### src/devicetree_struct_tokenizer_defines.svh
// assertion macros shared by the tokenizer rtl
`ifndef DEVICETREE_STRUCT_TOKENIZER_DEFINES_SVH
`define DEVICETREE_STRUCT_TOKENIZER_DEFINES_SVH

// checked on every rising clock edge outside reset
`define DTS_ASSERT(lbl, prop, msg) \
  lbl: assert property (@(posedge clk_i) disable iff (!rst_ni) (prop)) else $error(msg);

// checked on every rising clock edge, reset included
`define DTS_ASSERT_ALWAYS(lbl, prop, msg) \
  lbl: assert property (@(posedge clk_i) (prop)) else $error(msg);

`endif

### src/dts_pkg.sv
`timescale 1ns / 1ps

package dts_pkg;

  // block limits
  localparam int unsigned MAX_DEPTH   = 64;
  localparam int unsigned OFFSET_BITS = 24;

  localparam int unsigned DepthW = 7;
  localparam int unsigned LeftW  = 30;
  localparam int unsigned PosW   = 22;
  localparam int unsigned EoffW  = 24;

  // end offset keeps at most OFFSET_BITS bits
  localparam logic [EoffW-1:0] OffsetMask = (OFFSET_BITS >= EoffW) ?
      {EoffW{1'b1}} : EoffW'((64'd1 << OFFSET_BITS) - 64'd1);

  // structure block tag values
  localparam logic [31:0] TagBeginNode = 32'd1;
  localparam logic [31:0] TagEndNode   = 32'd2;
  localparam logic [31:0] TagProp      = 32'd3;
  localparam logic [31:0] TagNop       = 32'd4;
  localparam logic [31:0] TagEnd       = 32'd9;

  typedef enum logic [3:0] {
    CLS_BEGIN     = 4'd0,
    CLS_NAME      = 4'd1,
    CLS_END_NODE  = 4'd2,
    CLS_PROP      = 4'd3,
    CLS_LEN       = 4'd4,
    CLS_NAME_OFF  = 4'd5,
    CLS_DATA      = 4'd6,
    CLS_NOP       = 4'd7,
    CLS_END       = 4'd8,
    CLS_UNK_END   = 4'd9,
    CLS_AFTER_END = 4'd10
  } word_class_e;

  typedef enum logic [2:0] {
    MODE_TAG         = 3'd0,
    MODE_NAME        = 3'd1,
    MODE_LEN         = 3'd2,
    MODE_NOFF_DATA   = 3'd3,
    MODE_DATA        = 3'd4,
    MODE_DONE        = 3'd5,
    MODE_NOFF_NODATA = 3'd6
  } parse_mode_e;

  typedef struct packed {
    logic [31:0] word;
    logic        first;
  } dts_in_t;

  typedef struct packed {
    word_class_e       word_class;
    logic [31:0]       payload;
    logic              run_last;
    logic [DepthW-1:0] depth;
    logic              depth_error;
    logic [EoffW-1:0]  end_offset;
  } dts_out_t;

  typedef struct packed {
    parse_mode_e       mode;
    logic [LeftW-1:0]  left;
    logic [DepthW-1:0] depth;
    logic [PosW-1:0]   pos;
  } dts_state_t;

  localparam dts_state_t StateReset = '{
    mode:  MODE_TAG,
    left:  '0,
    depth: '0,
    pos:   '0
  };

endpackage

### src/dts_step.sv
`timescale 1ns / 1ps

module dts_step import dts_pkg::*; (
  input  dts_state_t state_i,
  input  dts_in_t    item_i,
  output dts_state_t state_o,
  output dts_out_t   result_o
);

  // a name run ends at the word holding a nul byte
  function automatic logic has_zero_byte(input logic [31:0] w);
    has_zero_byte = (w[31:24] == 8'h00) || (w[23:16] == 8'h00) ||
                    (w[15:8] == 8'h00) || (w[7:0] == 8'h00);
  endfunction

  dts_state_t       cur;
  dts_state_t       nxt;
  logic [32:0]      len_sum;
  logic [30:0]      len_words;
  logic [EoffW-1:0] eoff;

  // a first word restarts the parse before it is classified
  assign cur = item_i.first ? StateReset : state_i;

  // word count of the property data, minus one
  assign len_sum   = {1'b0, item_i.word} + 33'd3;
  assign len_words = len_sum[32:2] - 31'd1;

  // byte offset just past the current word
  assign eoff = ({cur.pos, 2'b00} + EoffW'(4)) & OffsetMask;

  // classify the word and update the parse state
  always_comb begin
    nxt     = cur;
    nxt.pos = cur.pos + PosW'(1);

    result_o             = '0;
    result_o.word_class  = CLS_AFTER_END;
    result_o.payload     = item_i.word;

    unique case (cur.mode)
      MODE_TAG: begin
        if (item_i.word == TagBeginNode) begin
          result_o.word_class = CLS_BEGIN;
          if (cur.depth >= DepthW'(MAX_DEPTH)) begin
            result_o.depth_error = 1'b1;
          end else begin
            nxt.depth = cur.depth + DepthW'(1);
          end
          nxt.mode = MODE_NAME;
        end else if (item_i.word == TagEndNode) begin
          result_o.word_class = CLS_END_NODE;
          if (cur.depth == '0) begin
            result_o.depth_error = 1'b1;
          end else begin
            nxt.depth = cur.depth - DepthW'(1);
          end
        end else if (item_i.word == TagProp) begin
          result_o.word_class = CLS_PROP;
          nxt.mode            = MODE_LEN;
        end else if (item_i.word == TagNop) begin
          result_o.word_class = CLS_NOP;
        end else begin
          // unknown tags close the block like the end tag
          result_o.word_class = (item_i.word == TagEnd) ? CLS_END : CLS_UNK_END;
          result_o.end_offset = eoff;
          nxt.mode            = MODE_DONE;
        end
      end
      MODE_NAME: begin
        result_o.word_class = CLS_NAME;
        if (has_zero_byte(item_i.word)) begin
          result_o.run_last = 1'b1;
          nxt.mode          = MODE_TAG;
        end
      end
      MODE_LEN: begin
        result_o.word_class = CLS_LEN;
        if (item_i.word == '0) begin
          nxt.mode = MODE_NOFF_NODATA;
          nxt.left = '0;
        end else begin
          nxt.mode = MODE_NOFF_DATA;
          nxt.left = len_words[LeftW-1:0];
        end
      end
      MODE_NOFF_DATA: begin
        result_o.word_class = CLS_NAME_OFF;
        nxt.mode            = MODE_DATA;
      end
      MODE_NOFF_NODATA: begin
        result_o.word_class = CLS_NAME_OFF;
        nxt.mode            = MODE_TAG;
      end
      MODE_DATA: begin
        result_o.word_class = CLS_DATA;
        if (cur.left == '0) begin
          result_o.run_last = 1'b1;
          nxt.mode          = MODE_TAG;
        end else begin
          nxt.left = cur.left - LeftW'(1);
        end
      end
      default: begin
        // past the end tag, or an unused mode code
        result_o.word_class = CLS_AFTER_END;
        nxt.mode            = MODE_DONE;
      end
    endcase

    result_o.depth = nxt.depth;
    state_o        = nxt;
  end

endmodule

### src/devicetree_struct_tokenizer.sv
`timescale 1ns / 1ps

// Devicetree structure block tokenizer. Takes one 32-bit structure word per
// beat (already in host order) and returns one result beat per word: its
// class, the word itself, a flag on the last word of a name or of property
// data, the node depth after the word with a depth error flag, and on the end
// tag (or an unknown tag) the byte offset just past it. Set first on the
// opening word of a block to restart the parse. Each word passes an input
// register, the combinational classification logic and an output register,
// so the result comes from the output register once the word leaves the
// input register, and the block takes one word every cycle while results
// are taken; the only loop is the parse state update. Backpressure from the
// output reaches the input ready in the same cycle.
`include "devicetree_struct_tokenizer_defines.svh"

module devicetree_struct_tokenizer import dts_pkg::*; (
  input  logic     clk_i,
  input  logic     rst_ni,
  input  logic     in_valid_i,
  output logic     in_ready_o,
  input  dts_in_t  in_data_i,
  output logic     out_valid_o,
  input  logic     out_ready_i,
  output dts_out_t out_data_o
);

  logic       s1_valid_q;
  dts_in_t    s1_q;
  logic       out_valid_q;
  dts_out_t   out_q;
  dts_state_t state_q;
  dts_state_t state_d;
  dts_out_t   result;
  logic       out_free;
  logic       advance;

  // handshake between the two register stages
  assign out_free   = !out_valid_q || out_ready_i;
  assign advance    = s1_valid_q && out_free;
  assign in_ready_o = !s1_valid_q || advance;

  // input register
  always_ff @(posedge clk_i or negedge rst_ni) begin
    if (!rst_ni) begin
      s1_valid_q <= 1'b0;
    end else if (in_ready_o) begin
      s1_valid_q <= in_valid_i;
    end
  end

  always_ff @(posedge clk_i) begin
    if (in_valid_i && in_ready_o) begin
      s1_q <= in_data_i;
    end
  end

  // classification of the registered word
  dts_step u_step (
    .state_i  (state_q),
    .item_i   (s1_q),
    .state_o  (state_d),
    .result_o (result)
  );

  // parse state moves on with each word
  always_ff @(posedge clk_i or negedge rst_ni) begin
    if (!rst_ni) begin
      state_q <= StateReset;
    end else if (advance) begin
      state_q <= state_d;
    end
  end

  // output register
  always_ff @(posedge clk_i or negedge rst_ni) begin
    if (!rst_ni) begin
      out_valid_q <= 1'b0;
    end else if (out_free) begin
      out_valid_q <= s1_valid_q;
    end
  end

  always_ff @(posedge clk_i) begin
    if (advance) begin
      out_q <= result;
    end
  end

  assign out_valid_o = out_valid_q;
  assign out_data_o  = out_q;

  // checks
  `DTS_ASSERT(a_depth_bound, state_q.depth <= DepthW'(MAX_DEPTH), "node depth beyond maximum")
  `DTS_ASSERT(a_advance_shows, advance |=> out_valid_o, "classified word not presented")
  `DTS_ASSERT(a_stall_cause, !in_ready_o |-> (s1_valid_q && out_valid_q && !out_ready_i),
              "input stalled without output backpressure")
  `DTS_ASSERT(a_offset_only_end, (out_valid_o && out_data_o.word_class != CLS_END &&
              out_data_o.word_class != CLS_UNK_END) |-> (out_data_o.end_offset == '0),
              "end offset on a non-end beat")

endmodule

### config.mk
export PLATFORM = sky130hd
export DESIGN_NAME = devicetree_struct_tokenizer
export DESIGN_NICKNAME = d
export VERILOG_FILES = /design/src/dts_pkg.sv /design/src/dts_step.sv /design/src/devicetree_struct_tokenizer.sv
export VERILOG_INCLUDE_DIRS = /design/src /design/src/src
export SDC_FILE = /design/constraint.sdc
export NUM_CORES = 1
export LEC_CHECK = 0
export BUFFER_PORTS_ARGS = -buffer_cell sky130_fd_sc_hd__buf_2
export CORE_ASPECT_RATIO = 0.75
export CORE_UTILIZATION = 60
export CTS_BUF_LIST = sky130_fd_sc_hd__clkbuf_4 sky130_fd_sc_hd__clkbuf_8
export CTS_CLUSTER_DIAMETER = 100
export DETAILED_ROUTE_END_ITERATION = 12
export GPL_TIMING_DRIVEN = 0
export PLACE_DENSITY_LB_ADDON = 0.25
export SLEW_MARGIN = 40
export SYNTH_ARGS = -nofsm -noshare
export SYNTH_HDL_FRONTEND = slang
export SYNTH_SLANG_ARGS = --single-unit
### constraint.sdc
create_clock -name clk_i -period 4.5 [get_ports clk_i]
set_input_delay 0.45 -clock clk_i [delete_from_list [all_inputs] [get_ports clk_i]]
set_output_delay 0.45 -clock clk_i [all_outputs]
set_load 0.1 [all_outputs]
==> parameters.txt <==
Parameter                              Value

Timing
  Worst rel slew slack    a little over two fifths
  Final Hold Slack    0.1468 ns
  Count of pins over their slew limit    0
  Fmax achieved    0.2321 GHz
  Final hold viol count    0
  Final worst path period share    95.74%
  Worst clock skew    0.01341 ns
  Slew @ Worst Pin    0.8645 ns
  Crit path time final    roughly 4.3 ns
  Unrepaired setup endpoints after global routing    false
  Final setup violation count    0

Synth
  Count of synthesis-stage warnings from yosys    0
  Async set or reset register ratio after synthesis    39.02%
  Dominant cell type by area after synthesis    sky130_fd_sc_hd__edfxtp_1
  Flip-flop cell with the highest count after synthesis    sky130_fd_sc_hd__edfxtp_1
  Number of synthesized flops with an enable pin    100
  Yosys reg bits    around 160
  Largest cells by area after synthesis    sky130_fd_sc_hd__edfxtp_1, sky130_fd_sc_hd__dfrtp_1, sky130_fd_sc_hd__o21ai_0
  Post-synthesis cell type count    just over 80
  Cell area after technology mapping    9201 um^2
  Number of instances in the synthesized netlist    932
  Area share of the leading cell type in the synthesized netlist    between 30% and 40%
  Synthesized area per cell    9.873 um^2
  Share of the yosys chip area belonging to registers    50.04%

Power and ir drop
  Switching pwr    1.658 mW
  Switching power share of the total    38.41%
  Share of total power in sequential cells    44.5%
  Part of the total power dissipated in the clock network    24.6%
  Cell-internal power    2.658 mW
  Peak supply drop    0.0002569 V
  Leak Pwr    about 4.1 nW
  Total power consumption of the routed design    4.316 mW
  Part of the power in combinational logic    30.9%
  Total power divided by cell area    410.4 nW/um^2

Placed design
  Count of buffers inserted at the top-level ports    ~110
  Final HPWL from detailed placement    approximately 18 mm
  Count of placed standard cells including taps    1242
  Final weighted congestion in routability-driven placement    0.9891

GRT
  Largest net degree at the start of global routing    44
  Initial antenna violation count    0
  Highest-utilization routing layer at the global route stage    met1
  Congestion Overflow GR    0
  Global-route total usage across every layer    32.99%
  Global routing met2 resource utilization    45.98%
  Grt met3 use    10.88%
  Met1 usage in global routing    between 40% and 50%
  Number of global-route vias before repair    between 7000 and 8000
  Global-route wire length before repair    39.31 mm

Layout
  Fin cells    1273
  Signed area change from the synthesized netlist to the final layout    14.32%
  Final Net Count    1104
  Total inserted antenna cells    0
  Core Util, Final    71.37%
  Layout cells sized above 1    16.96%
  Commonest non-fill, non-tap cell in the layout    sky130_fd_sc_hd__buf_2
  Number of filler cells placed in the layout    1140
  Most frequent cells in the layout    sky130_fd_sc_hd__buf_2, sky130_fd_sc_hd__edfxtp_1, sky130_fd_sc_hd__nor2_1

Clocking
  Number of buffers added for setup after CTS    0
  Number of clock sinks seen by CTS    164
  Clk pin slew, worst setup/hold paths    0.09 ns
  Max clock buf depth    2
  TritonCTS clock tree    built
  H-tree depth    4
  Clock Latency Late Sink    0.47 ns
  Number of buffers inserted during clock tree synthesis    17
  Clock root buffer master    sky130_fd_sc_hd__clkbuf_8

Outcome
  Result of the run    finished, final reports clean

Min path
  Type of the worst min-delay path    in2reg
  Worst min-delay path startpoint    in_data_i[27]

Routing
  Count of antenna-violating nets left after detailed routing    0
  Via count    just over 8000
  Count of routing violations after the opening detailed-route iteration    1247
  Routed wire length    roughly 25 mm
  Pre-Repair DR Iteration Count    5
  Routed via count divided by cell count    6.435
  Drt wl/cell    19.75 um
  Total DRC errors in the routed layout    0

Floorplanning
  Height of the die    109.2 um
  Die area    15840 um^2
  Starting density of the core    62.43%
  Die width    145.0 um
  Area inside the core boundary    14740 um^2
  Ports placed on the boundary    ~110
  Site row count    38

Job
  Max-cap violation count    0

Worst setup path
  Data required, critical path    4.72 ns
  Start point of the critical path    s1_q[0]$_DFFE_PP_
  Category of the worst setup path launch point    flip-flop
  Largest fanout of any net on the critical path    19
  Arrival time of data at the critical path endpoint    roughly 4.5 ns
  WS Path Type    reg2reg
  Source of the worst register-to-register timing path    s1_q[0]$_DFFE_PP_
  Endpoint kind of the worst setup timing path    flip-flop
[registers in the layout, indices dropped and copies added, names as in the netlist]
name / flops
out_data_o: 67
state_q: 62
s1_q: 33
out_valid_o: 1
s1_valid_q: 1
[power groups by stage]
stage | Combinational [mW] | Clock (mW) | Sequential (mW)
floorplan | 0.663 | 0 | 2.24
global placement | 1.25 | 0 | 1.95
detailed placement | 1.29 | 0 | 1.94
CTS | 1.29 | 1.07 | 1.91
global route | 1.42 | 1.13 | 1.94
finish | 1.33 | 1.06 | 1.92
[cell families (layout without fill, tap and decap cells)]
| kind of cell | Yosys count | after routing | share of synthesized area, % |
|---|---|---|---|
| and+or+nand+nor | 376 | 376 | 20.89 |
| adders and majority gates | 6 | 6 | 0.8159 |
| muxes | 19 | 19 | 2.108 |
| buffers and inverters | 61 | 201 | 2.801 |
| other | 1 | 2 | 0.04076 |
| xor gates and xnor gates | 55 | 55 | 5.235 |
| DFF | 164 | 164 | 50.04 |
| AOI/OAI and AO/OA | 250 | 250 | 18.07 |
[worst paths after layout]
kind | endpoint | slack (ns) | cells after the start
worst max-delay path | out_data_o[16]$_SDFFCE_PP0P_ | 0.19 | 12
worst max register to register | out_data_o[16]$_SDFFCE_PP0P_ | 0.19 | 12
max in group asynchronous | state_q[28]$_DFFE_PN0P_ | 3.60 | 3
worst min register to register | out_data_o[34]$_DFFE_PP_ | 0.46 | 0
min in group asynchronous | state_q[4]$_DFFE_PN0P_ | 0.40 | 2
worst min-delay path | s1_q[27]$_DFFE_PP_ | 0.15 | 1
[metal layers]
layer,wire length (um),up-vias
met3,3316,54
met2,10240,550
met1,11070,3827
li1,-,3761
met5,0,-
met4,524,0
[worst max-delay path: stages, from the launching register on]
cell and delay, ns:
sky130_fd_sc_hd__edfxtp_1 0.61, sky130_fd_sc_hd__clkbuf_1 0.45, sky130_fd_sc_hd__clkbuf_2 0.39, sky130_fd_sc_hd__clkbuf_2 0.50, sky130_fd_sc_hd__clkbuf_1 0.53, sky130_fd_sc_hd__nor2b_1 0.19, sky130_fd_sc_hd__ha_1 0.32, sky130_fd_sc_hd__and4b_1 0.27
sky130_fd_sc_hd__nand4_1 0.33, sky130_fd_sc_hd__nor2_1 0.10, sky130_fd_sc_hd__nand2_1 0.14, sky130_fd_sc_hd__xor2_1 0.16, sky130_fd_sc_hd__nor2_1 0.06
[cells in the mapped netlist (all sizes together), types with 16 or more instances]
library cell and n:
nand2 92, xor2 19, xnor2 36, edfxtp 100
nor3 33, o21ai 75, clkbuf 33, nand3 25
nor4 22, mux2i 16, dfrtp 64, nor2 95
or3 16, a21oi 61, nor2b 16
[cell type report]
class                      instances  area (um^2)  share of cell area [%]
buffer                            44        200.2                   1.903
clock buffer                      22        277.8                   2.641
clock inverter                     9        108.9                   1.035
inverter                          16        63.81                  0.6066
multi-input combinational        708         4369                   41.54
sequential                       164         4604                   43.77
tap                              200        250.2                   2.379
timing repair buffer             110        644.4                   6.126
[through the flow]
step	instance area [um^2]	setup WS [ns]	setup TNS, ns
final	10520	0.1918	0
after global placement	9981	-0.7935	-43.47
after CTS	10490	0.1360	0
after floorplan	9205	0.4579	0
after detailed placement	10100	-0.4116	-3.761
after global routing	10520	0.01905	0
[timing repair]
item,CTS,global route
gates resized for setup,1,5
setup endpoints to repair,14,13
hold buffers,1,0
endpoints found under the hold margin,21,0
No activity file was read; power rests on OpenSTA's default activity.
